## config.mk

```make
export PLATFORM = sky130hd
export DESIGN_NAME = battery_level_averager
export DESIGN_NICKNAME = d
export VERILOG_FILES = /design/src/rtl/bavg_pkg.sv /design/src/rtl/bavg_ram.sv /design/src/rtl/bavg_div.sv /design/src/rtl/battery_level_averager.sv
export SDC_FILE = /design/constraint.sdc
export NUM_CORES = 2
export LEC_CHECK = 0
export CELL_PAD_IN_SITES_DETAIL_PLACEMENT = 0
export CELL_PAD_IN_SITES_GLOBAL_PLACEMENT = 1
export CORE_MARGIN = 1.5
export CORE_UTILIZATION = 55
export DETAILED_ROUTE_END_ITERATION = 8
export DONT_BUFFER_PORTS = 1
export PLACE_DENSITY = 0.82
export SYNTH_ARGS = -nofsm -noshare
export SYNTH_HDL_FRONTEND = slang
export SYNTH_SLANG_ARGS = --single-unit
```

## constraint.sdc

```tcl
create_clock -name aclk -period 9.15 [get_ports aclk]
set_input_delay 1.83 -clock aclk [delete_from_list [all_inputs] [get_ports aclk]]
set_output_delay 1.83 -clock aclk [all_outputs]
set_load 0.02 [all_outputs]
```

## src/rtl/bavg_pkg.sv

```systemverilog
package bavg_pkg;

    localparam int MAX_WINDOW = 128;

    localparam int SAMPLE_W = 12;
    localparam int WLEN_W   = 8;
    localparam int MV_W     = 13;
    localparam int PCT_W    = 7;
    localparam int LED_W    = 4;

    localparam int POS_W = $clog2(MAX_WINDOW);
    localparam int WIN_W = $clog2(MAX_WINDOW + 1);
    localparam int EXT_W = (WLEN_W > WIN_W) ? WLEN_W : WIN_W;
    localparam int SUM_W = SAMPLE_W + POS_W;

    localparam int PCT_NUM_W = 20;
    localparam int DIVD_W    = (SUM_W > PCT_NUM_W) ? SUM_W : PCT_NUM_W;
    localparam int DEN_W     = MV_W;
    localparam int DIV_CNT_W = $clog2(DIVD_W);

    localparam int SCALE_NUM   = 83;
    localparam int SCALE_DEN   = 50;
    localparam int SCALED_W    = SAMPLE_W + 7;
    localparam int RECIP       = 5243;
    localparam int RECIP_W     = 13;
    localparam int RECIP_SHIFT = 18;
    localparam int PROD_W      = SCALED_W + RECIP_W;

    localparam int PCT_FULL   = 100;
    localparam int LED_MUL    = 171;
    localparam int LED_SHIFT  = 11;
    localparam int LED_PROD_W = 15;

    localparam int S_TDATA_W  = ((SAMPLE_W + 7) / 8) * 8;
    localparam int M_TDATA_W  = ((MV_W + PCT_W + LED_W + 7) / 8) * 8;
    localparam int CFG_IDX_W  = 2;
    localparam int CFG_DATA_W = 13;

    localparam logic [CFG_IDX_W-1:0] REG_WINDOW = 2'd0;
    localparam logic [CFG_IDX_W-1:0] REG_FULL   = 2'd1;
    localparam logic [CFG_IDX_W-1:0] REG_EMPTY  = 2'd2;

    localparam logic [WLEN_W-1:0] WINDOW_RESET = 8'd16;
    localparam logic [MV_W-1:0]   FULL_RESET   = 13'd4200;
    localparam logic [MV_W-1:0]   EMPTY_RESET  = 13'd3300;

    typedef struct packed {
        logic              start;
        logic [DIVD_W-1:0] dividend;
        logic [DEN_W-1:0]  divisor;
    } div_req_t;

    typedef struct packed {
        logic              done;
        logic [DIVD_W-1:0] quotient;
    } div_rsp_t;

endpackage

```

## src/rtl/bavg_ram.sv

```systemverilog
module bavg_ram #(
    parameter int WIDTH = 12,
    parameter int DEPTH = 128,
    localparam int ADDR_W = $clog2(DEPTH)
) (
    input  logic              aclk,
    input  logic              we,
    input  logic [ADDR_W-1:0] waddr,
    input  logic [WIDTH-1:0]  wdata,
    input  logic              re,
    input  logic [ADDR_W-1:0] raddr,
    output logic [WIDTH-1:0]  rdata
);

    logic [WIDTH-1:0] mem [DEPTH];
    logic [WIDTH-1:0] rdata_reg;

    always_ff @(posedge aclk) begin
        if (we) begin
            mem[waddr] <= wdata;
        end
        if (re) begin
            rdata_reg <= mem[raddr];
        end
    end

    assign rdata = rdata_reg;

endmodule

```

## src/rtl/bavg_div.sv

```systemverilog
module bavg_div import bavg_pkg::*; (
    input  logic     aclk,
    input  logic     aresetn,
    input  div_req_t req,
    output div_rsp_t rsp
);

    logic                 busy_reg;
    logic                 done_reg;
    logic [DIV_CNT_W-1:0] cnt_reg;
    logic [DEN_W-1:0]     rem_reg;
    logic [DEN_W-1:0]     den_reg;
    logic [DIVD_W-1:0]    quo_reg;

    logic [DEN_W:0]   trial;
    logic [DEN_W:0]   diff;
    logic             fits;
    logic [DEN_W-1:0] rem_next;

    // Restoring division, one quotient bit per cycle.
    always_comb begin
        trial    = {rem_reg, quo_reg[DIVD_W-1]};
        fits     = (trial >= {1'b0, den_reg});
        diff     = trial - {1'b0, den_reg};
        rem_next = fits ? diff[DEN_W-1:0] : trial[DEN_W-1:0];
    end

    always_ff @(posedge aclk) begin
        if (!aresetn) begin
            busy_reg <= 1'b0;
            done_reg <= 1'b0;
            cnt_reg  <= '0;
        end else if (req.start) begin
            busy_reg <= 1'b1;
            done_reg <= 1'b0;
            cnt_reg  <= '0;
        end else if (busy_reg) begin
            cnt_reg <= cnt_reg + 1'b1;
            if (cnt_reg == DIV_CNT_W'(DIVD_W - 1)) begin
                busy_reg <= 1'b0;
                done_reg <= 1'b1;
            end
        end else begin
            done_reg <= 1'b0;
        end
    end

    always_ff @(posedge aclk) begin
        if (req.start) begin
            rem_reg <= '0;
            den_reg <= req.divisor;
            quo_reg <= req.dividend;
        end else if (busy_reg) begin
            rem_reg <= rem_next;
            quo_reg <= {quo_reg[DIVD_W-2:0], fits};
        end
    end

    assign rsp.done     = done_reg;
    assign rsp.quotient = quo_reg;

endmodule

```

## src/rtl/battery_level_averager.sv

```systemverilog
// Channel  Direction  Transfer moves
// s_       in         one ADC sample in millivolts
// m_       out        battery millivolts, charge percent and LED level
// cfg_     in         one register write (window, full level, empty level)
//
// An item is averaged by division, scaled to millivolts and given a charge,
// with a second division unless the charge is decided directly; the shared
// serial divider works one quotient bit per cycle. The sample ring is a
// 128-entry memory read and written back once per item. Reset clears the
// fill count, so no clearing pass is needed. A finished result waits in the
// output register while the next sample is taken; the block holds only if full.
module battery_level_averager import bavg_pkg::*; (
    input  logic                  aclk,
    input  logic                  aresetn,
    input  logic                  s_tvalid,
    output logic                  s_tready,
    input  logic [S_TDATA_W-1:0]  s_tdata,   // sample_mv
    output logic                  m_tvalid,
    input  logic                  m_tready,
    output logic [M_TDATA_W-1:0]  m_tdata,   // battery_mv, charge_percent, led_level
    input  logic                  cfg_valid,
    output logic                  cfg_ready,
    input  logic [CFG_IDX_W-1:0]  cfg_index,
    input  logic [CFG_DATA_W-1:0] cfg_data
);

    localparam logic [3:0] ST_IDLE    = 4'd0;
    localparam logic [3:0] ST_UPDATE  = 4'd1;
    localparam logic [3:0] ST_AVG     = 4'd2;
    localparam logic [3:0] ST_MUL     = 4'd3;
    localparam logic [3:0] ST_RECIP   = 4'd4;
    localparam logic [3:0] ST_FIX     = 4'd5;
    localparam logic [3:0] ST_PCT     = 4'd6;
    localparam logic [3:0] ST_PCT_DIV = 4'd7;
    localparam logic [3:0] ST_OUT     = 4'd8;

    logic [3:0]          state_reg, state_next;
    logic [WLEN_W-1:0]   window_reg;
    logic [MV_W-1:0]     full_mv_reg;
    logic [MV_W-1:0]     empty_mv_reg;
    logic [SUM_W-1:0]    sum_reg;
    logic [POS_W-1:0]    pos_reg;
    logic                ring_full_reg;
    logic [SAMPLE_W-1:0] sample_reg;
    logic [SAMPLE_W-1:0] avg_reg;
    logic [SCALED_W-1:0] scaled_reg;
    logic [PROD_W-1:0]   prod_reg;
    logic [MV_W-1:0]     mv_reg;
    logic [PCT_W-1:0]    pct_reg;
    logic                m_tvalid_reg;
    logic [M_TDATA_W-1:0] m_tdata_reg;

    logic                in_xfer;
    logic                cfg_xfer;
    logic [WIN_W-1:0]    win_eff;
    logic [POS_W-1:0]    pos_eff;
    logic [WIN_W-1:0]    pos_inc;
    logic [SAMPLE_W-1:0] old_sample;
    logic [SUM_W-1:0]    sum_new;
    logic [WIN_W-1:0]    avg_den;
    logic [PROD_W-RECIP_SHIFT-1:0] q_est;
    logic [SCALED_W-1:0] q_back;
    logic [MV_W-1:0]     mv_fixed;
    logic [MV_W-1:0]     mv_span;
    logic [MV_W-1:0]     mv_above;
    logic                limits_inverted;
    logic                below_empty;
    logic [PCT_W-1:0]    pct_direct;
    logic [PCT_W-1:0]    pct_div;
    logic [LED_PROD_W-1:0] led_prod;
    logic                out_free;
    div_req_t            div_req;
    div_rsp_t            div_rsp;

    assign in_xfer   = s_tvalid && s_tready;
    assign cfg_xfer  = cfg_valid && cfg_ready;
    assign s_tready  = (state_reg == ST_IDLE);
    assign cfg_ready = 1'b1;
    assign out_free  = !m_tvalid_reg || m_tready;

    always_comb begin
        if (window_reg == '0) begin
            win_eff = WIN_W'(1);
        end else if (EXT_W'(window_reg) > EXT_W'(MAX_WINDOW)) begin
            win_eff = WIN_W'(MAX_WINDOW);
        end else begin
            win_eff = WIN_W'(EXT_W'(window_reg));
        end
        pos_eff = (WIN_W'(pos_reg) >= win_eff) ? '0 : pos_reg;
        pos_inc = WIN_W'(pos_reg) + 1'b1;
        if (ring_full_reg) begin
            sum_new = sum_reg - SUM_W'(old_sample) + SUM_W'(sample_reg);
            avg_den = win_eff;
        end else begin
            sum_new = sum_reg + SUM_W'(sample_reg);
            avg_den = pos_inc;
        end
    end

    // Read of the old entry is issued with the transfer; write-back follows in the
    // next cycle, and only one item is in flight, so accesses never overlap.
    bavg_ram #(
        .WIDTH (SAMPLE_W),
        .DEPTH (MAX_WINDOW)
    ) u_ring (
        .aclk  (aclk),
        .we    (state_reg == ST_UPDATE),
        .waddr (pos_reg),
        .wdata (sample_reg),
        .re    (in_xfer),
        .raddr (pos_eff),
        .rdata (old_sample)
    );

    // The estimate of x / 50 is exact or one too high.
    always_comb begin
        q_est    = prod_reg[PROD_W-1:RECIP_SHIFT];
        q_back   = SCALED_W'(q_est) * SCALED_W'(SCALE_DEN);
        mv_fixed = (scaled_reg < q_back) ? MV_W'(q_est - 1'b1) : MV_W'(q_est);
    end

    always_comb begin
        limits_inverted = (full_mv_reg <= empty_mv_reg);
        below_empty     = (mv_reg <= empty_mv_reg);
        mv_span         = full_mv_reg - empty_mv_reg;
        mv_above        = mv_reg - empty_mv_reg;
        if (limits_inverted && (mv_reg >= full_mv_reg)) begin
            pct_direct = PCT_W'(PCT_FULL);
        end else begin
            pct_direct = '0;
        end
        if (div_rsp.quotient > DIVD_W'(PCT_FULL)) begin
            pct_div = PCT_W'(PCT_FULL);
        end else begin
            pct_div = div_rsp.quotient[PCT_W-1:0];
        end
        led_prod = LED_PROD_W'(pct_reg) * LED_PROD_W'(LED_MUL);
    end

    always_comb begin
        div_req.start    = 1'b0;
        div_req.dividend = DIVD_W'(sum_new);
        div_req.divisor  = DEN_W'(avg_den);
        case (state_reg)
            ST_UPDATE: begin
                div_req.start = 1'b1;
            end
            ST_PCT: begin
                div_req.start    = !limits_inverted && !below_empty;
                div_req.dividend = DIVD_W'(PCT_NUM_W'(mv_above) * PCT_NUM_W'(PCT_FULL));
                div_req.divisor  = mv_span;
            end
            default: begin
            end
        endcase
    end

    bavg_div u_div (
        .aclk    (aclk),
        .aresetn (aresetn),
        .req     (div_req),
        .rsp     (div_rsp)
    );

    always_comb begin
        state_next = state_reg;
        case (state_reg)
            ST_IDLE:    if (in_xfer) state_next = ST_UPDATE;
            ST_UPDATE:  state_next = ST_AVG;
            ST_AVG:     if (div_rsp.done) state_next = ST_MUL;
            ST_MUL:     state_next = ST_RECIP;
            ST_RECIP:   state_next = ST_FIX;
            ST_FIX:     state_next = ST_PCT;
            ST_PCT:     state_next = div_req.start ? ST_PCT_DIV : ST_OUT;
            ST_PCT_DIV: if (div_rsp.done) state_next = ST_OUT;
            ST_OUT:     if (out_free) state_next = ST_IDLE;
            default:    state_next = ST_IDLE;
        endcase
    end

    always_ff @(posedge aclk) begin
        if (!aresetn) begin
            state_reg     <= ST_IDLE;
            window_reg    <= WINDOW_RESET;
            full_mv_reg   <= FULL_RESET;
            empty_mv_reg  <= EMPTY_RESET;
            sum_reg       <= '0;
            pos_reg       <= '0;
            ring_full_reg <= 1'b0;
            m_tvalid_reg  <= 1'b0;
        end else begin
            state_reg <= state_next;
            if (in_xfer) begin
                pos_reg <= pos_eff;
            end
            if (state_reg == ST_UPDATE) begin
                sum_reg <= sum_new;
                if (pos_inc >= win_eff) begin
                    pos_reg       <= '0;
                    ring_full_reg <= 1'b1;
                end else begin
                    pos_reg <= pos_inc[POS_W-1:0];
                end
            end
            if ((state_reg == ST_OUT) && out_free) begin
                m_tvalid_reg <= 1'b1;
            end else if (m_tready) begin
                m_tvalid_reg <= 1'b0;
            end
            if (cfg_xfer) begin
                case (cfg_index)
                    REG_WINDOW: begin
                        window_reg    <= cfg_data[WLEN_W-1:0];
                        sum_reg       <= '0;
                        pos_reg       <= '0;
                        ring_full_reg <= 1'b0;
                    end
                    REG_FULL:  full_mv_reg  <= cfg_data[MV_W-1:0];
                    REG_EMPTY: empty_mv_reg <= cfg_data[MV_W-1:0];
                    default: begin
                    end
                endcase
            end
        end
    end

    always_ff @(posedge aclk) begin
        if (in_xfer) begin
            sample_reg <= s_tdata[SAMPLE_W-1:0];
        end
        if ((state_reg == ST_AVG) && div_rsp.done) begin
            avg_reg <= div_rsp.quotient[SAMPLE_W-1:0];
        end
        if (state_reg == ST_MUL) begin
            scaled_reg <= SCALED_W'(avg_reg) * SCALED_W'(SCALE_NUM);
        end
        if (state_reg == ST_RECIP) begin
            prod_reg <= PROD_W'(scaled_reg) * PROD_W'(RECIP);
        end
        if (state_reg == ST_FIX) begin
            mv_reg <= mv_fixed;
        end
        if ((state_reg == ST_PCT) && !div_req.start) begin
            pct_reg <= pct_direct;
        end
        if ((state_reg == ST_PCT_DIV) && div_rsp.done) begin
            pct_reg <= pct_div;
        end
        if ((state_reg == ST_OUT) && out_free) begin
            m_tdata_reg <= M_TDATA_W'({led_prod[LED_SHIFT +: LED_W], pct_reg, mv_reg});
        end
    end

    assign m_tvalid = m_tvalid_reg;
    assign m_tdata  = m_tdata_reg;

`ifndef ASSERT_OFF
    a_one_in_flight: assert property (@(posedge aclk) disable iff (!aresetn)
        in_xfer |=> !s_tready)
        else $error("A second sample could be taken while one is in progress.");

    a_pos_in_window: assert property (@(posedge aclk) disable iff (!aresetn)
        (state_reg == ST_IDLE) |-> (WIN_W'(pos_reg) < win_eff))
        else $error("The ring position lies outside the window.");

    a_div_done_waited: assert property (@(posedge aclk) disable iff (!aresetn)
        div_rsp.done |-> ((state_reg == ST_AVG) || (state_reg == ST_PCT_DIV)))
        else $error("The divider finished while no quotient was awaited.");

    a_result_range: assert property (@(posedge aclk) disable iff (!aresetn)
        $rose(m_tvalid_reg) |-> ((m_tdata[MV_W +: PCT_W] <= PCT_W'(PCT_FULL))
            && (m_tdata[MV_W + PCT_W +: LED_W] <= LED_W'(PCT_FULL / 12))))
        else $error("The charge or LED level is out of range.");
`endif

endmodule
```

Yosys cells after proc, flatten, opt, wreduce, memory -nomap -nowiden

Memories as Yosys holds them, arrays and structs flattened. A register that Yosys moved wholly into a read port is not among the register bits.
Index checks and enable logic that the tools add are counted.

Add/subtract/negate cells: 9
$mul: 5
Magnitude comparators: 9
Equal/unequal tests: 15
Muxes and demuxes: 40
Bitwise gates (word level): 2
Reductions and logical operators: 24

Operators with widths:

| kind                                                                   | count |
|---|---|
| 19-bit two-way mux                                                     | 4 |
| 7-bit two-way mux                                                      | 10 |
| 20-bit two-way mux                                                     | 2 |
| 13-bit subtractor                                                      | 3 |
| 19-bit by 12-bit adder with 19-bit output                              | 2 |
| 4-bit case mux with 9 select lines                                     | 1 |
| 33-bit two-way mux                                                     | 1 |
| 19-bit by 13-bit multiplier with 32-bit output (second input constant) | 1 |
| 13-bit <= comparator                                                   | 2 |
| 13-bit two-way mux                                                     | 2 |
| 8-bit two-way mux                                                      | 3 |
| 20-bit by 7-bit > comparator with 1-bit output (second input constant) | 1 |
| 4-bit two-way mux                                                      | 5 |
| 19-bit less-than comparator                                            | 1 |
| 12-bit by 7-bit multiplier with 19-bit output (second input constant)  | 1 |
| 19-bit by 12-bit subtractor with 19-bit output                         | 1 |
| 13-bit by 5-bit multiplier with 18-bit output (second input constant)  | 1 |
| 14-bit by 5-bit multiplier with 18-bit output (second input constant)  | 1 |
| 4-bit by 3-bit equality test with 1-bit output (second input constant) | 4 |
| 7-bit by 8-bit multiplier with 15-bit output (second input constant)   | 1 |
| 14-bit by 13-bit greater-or-equal comparator with 1-bit output         | 1 |
| 13-bit greater-or-equal comparator                                     | 1 |
| 13-bit by 1-bit subtractor with 13-bit output (second input constant)  | 1 |
| 1-bit two-way mux                                                      | 11 |
| 26 further kinds                                                       | 43 |

Register bits: 238
Memory bits (writable): 1536
Output and inout bits: 27
Memories: 1

Memories:

| memory     | depth | width | rd ports | clocked after memory_dff | wr ports | line           | source |
|---|---|---|---|---|---|---|---|
| u_ring.mem | 128   | 12    | 1        | 1                        | 1        | bavg_ram.sv:15 | `logic [WIDTH-1:0] mem [DEPTH];` |

Longest topological paths before layout

Word-level depth: 9
Gate-level depth with buffers: 24
Gate-level depth less buffers: 24

Cells and area by module

A second synthesis with hierarchy kept.

Cell total of the unflattened synthesis: 4768
Area total of the unflattened synthesis: 82212.6 µm²

By module, submodules not included:

| module                 | instances | cells an instance | area each (µm²) | sequential area each (µm²) |
|---|---|---|---|---|
| bavg_ram               | 1         | 2362              | 59248.1         | 46484.6 |
| battery_level_averager | 1         | 2137              | 20001.7         | 4354.2 |
| bavg_div               | 1         | 269               | 2962.8          | 1391.3 |

Least setup slack after synthesis

Ideal clock, no wire load.

Path kind: register to register
Start point: reg scaled_reg[13]
End point: reg prod_reg[31] (data pin)
Arrival time: 4.935 ns
Data required time: 8.890 ns
Path slack: 3.955 ns
Stages on the path, launching flop included: 20
Path buffers: 0
Cell sequence: edfxtp_1 ha_1 inv_1 fa_1 inv_1 fa_1 fa_1 inv_1 fa_1 inv_1 ha_1 o21a_1 nor2_1 a21oi_1 o311ai_0 a21oi_1 a41o_1 a31o_2 a21oi_1 xnor2_1

Longest elaborated chain between the ends: 1

Ends and longest elaborated chain:

| what                                           | line                          | source |
|---|---|---|
| start: declaration                             | battery_level_averager.sv:46  | `logic [SCALED_W-1:0] scaled_reg;` |
| start signal: assignment                       | battery_level_averager.sv:235 | `scaled_reg <= SCALED_W'(avg_reg) * SCALED_W'(SCALE_NUM);` |
| 19-bit by 13-bit multiplier with 32-bit output | battery_level_averager.sv:238 | `prod_reg <= PROD_W'(scaled_reg) * PROD_W'(RECIP);` |
| end signal: assignment                         | battery_level_averager.sv:238 |  |
| end: declaration                               | battery_level_averager.sv:47  | `logic [PROD_W-1:0] prod_reg;` |

No other way between the ends.
A chain may end at the register's enable or synchronous reset.

Worst setup path in the final report

Start point: reg pos_reg[0]
End point: reg u_ring.rdata_reg[0] (netlist: u_ring.rdata[0]) (read register of u_ring.mem) (data pin)

Longest elaborated chain between the ends: 2

Ends and longest elaborated chain:

| what                                                         | line                          | source |
|---|---|---|
| start: declaration                                           | battery_level_averager.sv:42  | `logic [POS_W-1:0] pos_reg;` |
| start signal: assignment                                     | battery_level_averager.sv:194 | `pos_reg <= pos_eff;` |
| start signal: assignment                                     | battery_level_averager.sv:202 | `pos_reg <= pos_inc[POS_W-1:0];` |
| 7-bit by 8-bit greater-or-equal comparator with 1-bit output | battery_level_averager.sv:89  | `pos_eff = (WIN_W'(pos_reg) >= win_eff) ? '0 : pos_reg;` |
| 7-bit two-way mux (*)                                        | battery_level_averager.sv:89  |  |
| end: declaration                                             | bavg_ram.sv:16                | `logic [WIDTH-1:0] rdata_reg;` |

Every way passes the cells marked *; elsewhere a longest branch is shown, timed or not.

==> results.py <==
metrics = {
    "power": {
        "power.density_mw_per_mm2": 290,
        "finalPower_mw": 26.5,
        "ir_drop_uv": 287,
        "power.static_leakage_nw": 32.1,
    },
    "placement": {
        "io_buffers": 0,
        "gpl.final_weighted_congestion": 0.899,
        "place.detailed.hpwl_um": 134000,
        "post-place-cells": 8086,
        "pre_cts_slack_ns": 3.03,
    },
    "setup_path": {
        "slowest_stage_cell_cp": "sky130_fd_sc_hd__o41ai_1",
        "rr_startpoint": "pos_reg[0]",
        "critical_path.startpoint_type": "flip-flop",
        "critPathBufInv": 3,
        "setup.worst_path.end_class": "flip-flop",
        "critical_path.max_fanout": 81,
        "reg2reg_slack_ns": 2.74,
        "path_delay_family": "compound AO/OA/AOI/OAI gates",
        "path_depth": 13,
        "path_cells": "inv_4 -> ha_1 -> nor2b_1 -> o21ai_1 -> a21oi_4 -> buf_4 -> nand2_8 -> buf_4 -> nand2_1 -> a32oi_1 -> o22ai_1 -> o41ai_1 -> and3_1",
        "critical_path_arrival_ns": 7.07,
        "critical_path.max_stage_delay_ns": 1.29,
        "worst-r2r-cell-count": 13,
        "crit_required_ns": 9.81,
        "crit_type": "reg -> reg",
        "r2r-end": "u_ring.rdata[0]",
        "worst_path_most_repeated_cell": "sky130_fd_sc_hd__buf_4",
    },
    "sta": {
        "finClkSkew_ns": 0.0515,
        "timing.slew.headroom_pct": -1.86,
        "tns_ns": 0,
        "rsz0062_at_grt": "no",
        "post-route-min-period_ns": 6.41,
        "setup_viol_count_final": 0,
        "postLayoutSetupSlackWorst_ns": 2.74,
        "fmax_mhz": 156,
        "worst_slew_pin_slew_ns": 1.51,
        "period_share_pct": 70.1,
        "timing_max_transition_violations_final": 2,
        "hold_viol_final": 0,
    },
    "clocking": {
        "clock_tree.htree_level_count": 4,
        "clock_tree_from_tritoncts": "built",
        "root_buffer": "sky130_fd_sc_hd__clkbuf_16",
        "postCtsResizedCells": 0,
        "ctsLongestPathBuffers": 3,
        "post-cts-setup-buffers": 0,
        "worst_skew_pair.late_latency_ns": 0.83,
        "cts_hold_buf": 0,
        "cts.clk_slew.worst_paths_ns": 0.06,
        "numCtsBuffers": 176,
        "cts_num_sinks": 1768,
    },
    "hold_path": {
        "whs_endpoint": "empty_mv_reg[3]",
        "hold_class": "reg -> reg",
        "hold_path_startpoint": "empty_mv_reg[3]",
        "whs_path_depth": 2,
    },
    "detailed_routing": {
        "route.final.wire_length_um": 218000,
        "vias": 52300,
        "route.antenna.remaining_nets": 0,
        "drc_errors": 2,
        "drtPass1Iterations": 8,
        "post_drt_wl_per_cell_um": 25.9,
        "initialDrtViolationCount": 5423,
        "viasPerCell": 6.22,
    },
    "floorplan": {
        "boundaryPins": 63,
        "core-area_mm2": 0.150,
        "die_area_mm2": 0.154,
        "die_h_um": 393,
        "effective_utilization_at_floorplan_pct": 55.5,
        "num_rows": 142,
        "chipWidth_um": 393,
    },
    "logic_synthesis": {
        "synth_area_leaders": "sky130_fd_sc_hd__edfxtp_1, sky130_fd_sc_hd__ha_1, sky130_fd_sc_hd__mux2i_1",
        "post_synth.cell_area_avg_um2": 13.3,
        "ys_seq_elements": 1768,
        "postSynthNetCount": 6900,
        "synth_top_cell_area_share_pct": 60.5,
        "asyncSetResetFlopFracSynth_pct": 0,
        "synth_edf_count": 1682,
        "ys.flop_type": "sky130_fd_sc_hd__edfxtp_1",
        "synth_top_cell_by_area": "sky130_fd_sc_hd__edfxtp_1",
        "seq_area_frac_synth_pct": 62.6,
        "netlist_instances": 6287,
        "netlist-cell-type-count": 82,
        "yosys_warnings": 0,
        "ys_top_cells_by_count": "sky130_fd_sc_hd__edfxtp_1, sky130_fd_sc_hd__nand2_1, sky130_fd_sc_hd__ha_1",
        "yosysMostFrequentCell": "sky130_fd_sc_hd__edfxtp_1",
        "synth.cell_area_mm2": 0.0834,
    },
    "global_route": {
        "grt_pass1_wl_um": 322000,
        "largest_net_degree_at_the_start_of_global_routing": 149,
        "global_route.usage.total_pct": 28.1,
        "antenna_found_initial": 7,
        "grt_pass1_vias": 50700,
        "overflow": 0,
    },
    "final_layout": {
        "nFillCells": 11400,
        "layoutNonFillerInstCount": 8404,
        "final_core_utilization_pct": 60.7,
        "area_delta_synth_final_pct": 9.42,
        "largest_reg_flops": 1536,
        "post_route_cells_drive_above_1_share_pct": 7.42,
        "finalNetCount": 6861,
    },
    "run_status": {
        "status": "finished, violations left",
        "violations_in_the_final_reports": "DRC, capacitance limit, slew limit",
    },
    "flow_run": {
        "max_capacitance_violation_count": 1,
    },
}
==> layer usage <==
layer  part of all wire, %  GRT usage [%]
met4                   4.4           12.0
met2                    47           44.6
met5                     0              0
met1                    40           38.3
met3                   8.7           4.97
==> power breakdown <==
group	internal (mW)	switching, mW
clock	4.08	3.09
sequential	9.85	0.297
combinational	3.43	5.72
==> worst register-to-register path, cell delays in order, from the launching register on <==
cell and delay, ns:
sky130_fd_sc_hd__dfxtp_4 0.87, sky130_fd_sc_hd__inv_4 0.43, sky130_fd_sc_hd__ha_1 0.45, sky130_fd_sc_hd__nor2b_1 0.06
sky130_fd_sc_hd__o21ai_1 0.52, sky130_fd_sc_hd__a21oi_4 0.10, sky130_fd_sc_hd__buf_4 0.25, sky130_fd_sc_hd__nand2_8 0.48
sky130_fd_sc_hd__buf_4 0.78, sky130_fd_sc_hd__nand2_1 0.13, sky130_fd_sc_hd__a32oi_1 0.42, sky130_fd_sc_hd__o22ai_1 0.14
sky130_fd_sc_hd__o41ai_1 1.29, sky130_fd_sc_hd__and3_1 0.32
==> worst max path at each step <==
stage | from | to
finish | pos_reg[0] | u_ring.rdata[0]
global route | pos_reg[0] | u_ring.rdata[2]
CTS | scaled_reg[9] | prod_reg[31]
detailed placement | scaled_reg[9] | prod_reg[31]
global placement | scaled_reg[9] | prod_reg[31]
floorplan | scaled_reg[13] | prod_reg[31]
==> logic make-up (layout without fill, tap and decap cells) <==
group                    count (synthesis)  count (layout)  synth area share, %
other                                    1               2              0.00449
AND/OR/NAND/NOR                       1400            1400                 7.35
buffers and inverters                  755             855                 3.58
multiplexers                           389             389                 4.77
XOR/XNOR                               138             138                 1.45
adder cells (fa/ha/maj)                577             577                 9.99
flip-flops                            1768            1768                 62.6
AO/OA/AOI/OAI                         1259            1259                 10.3
==> stage by stage <==
stage | instance area [um2] | hold WS (ns)
final | 91300 | 0.460
after global routing | 91300 | 0.466
after CTS | 91300 | 0.458
after detailed placement | 85600 | 0.450
after global placement | 85600 | 0.444
after floorplan | 83400 | 0.426
==> area by class of cell <==
type / instances / area [um2] / share of cell area, %
clock buffers: 215 / 4580 / 5.02
diodes: 1 / 2.50 / 0.00274
flip-flops and latches: 1768 / 52200 / 57.2
well taps: 2016 / 2520 / 2.76
inverters: 428 / 1610 / 1.76
repair buffers: 110 / 901 / 0.987
clock inverters: 102 / 1100 / 1.21
multi-input cells: 3764 / 28300 / 31.0
==> cell usage in the layout, fill, tap and decap left out, types with 28 or more instances in the layout <==
cell,count
sky130_fd_sc_hd__buf_4,104
sky130_fd_sc_hd__or3_1,36
sky130_fd_sc_hd__a21o_1,60
sky130_fd_sc_hd__a21oi_1,324
sky130_fd_sc_hd__mux2_2,71
sky130_fd_sc_hd__inv_1,422
sky130_fd_sc_hd__nand4_1,30
sky130_fd_sc_hd__clkbuf_1,37
sky130_fd_sc_hd__o211ai_1,55
sky130_fd_sc_hd__nand3_1,88
sky130_fd_sc_hd__clkbuf_16,177
sky130_fd_sc_hd__o21a_1,28
sky130_fd_sc_hd__o221ai_1,132
sky130_fd_sc_hd__clkinv_1,46
sky130_fd_sc_hd__nor2_1,409
sky130_fd_sc_hd__o21ai_0,138
sky130_fd_sc_hd__a32oi_1,45
sky130_fd_sc_hd__a22oi_1,35
sky130_fd_sc_hd__dfxtp_1,83
sky130_fd_sc_hd__mux2i_1,318
sky130_fd_sc_hd__edfxtp_1,1682
sky130_fd_sc_hd__fa_1,149
sky130_fd_sc_hd__xor2_1,47
sky130_fd_sc_hd__xnor2_1,91
sky130_fd_sc_hd__o22ai_1,72
sky130_fd_sc_hd__nor3_1,80
sky130_fd_sc_hd__ha_1,428
sky130_fd_sc_hd__and3_1,85
sky130_fd_sc_hd__nor2b_1,28
sky130_fd_sc_hd__nand2_1,558
sky130_fd_sc_hd__a211oi_1,67
sky130_fd_sc_hd__a31oi_1,92
No activity file was read; power rests on OpenSTA's default activity.
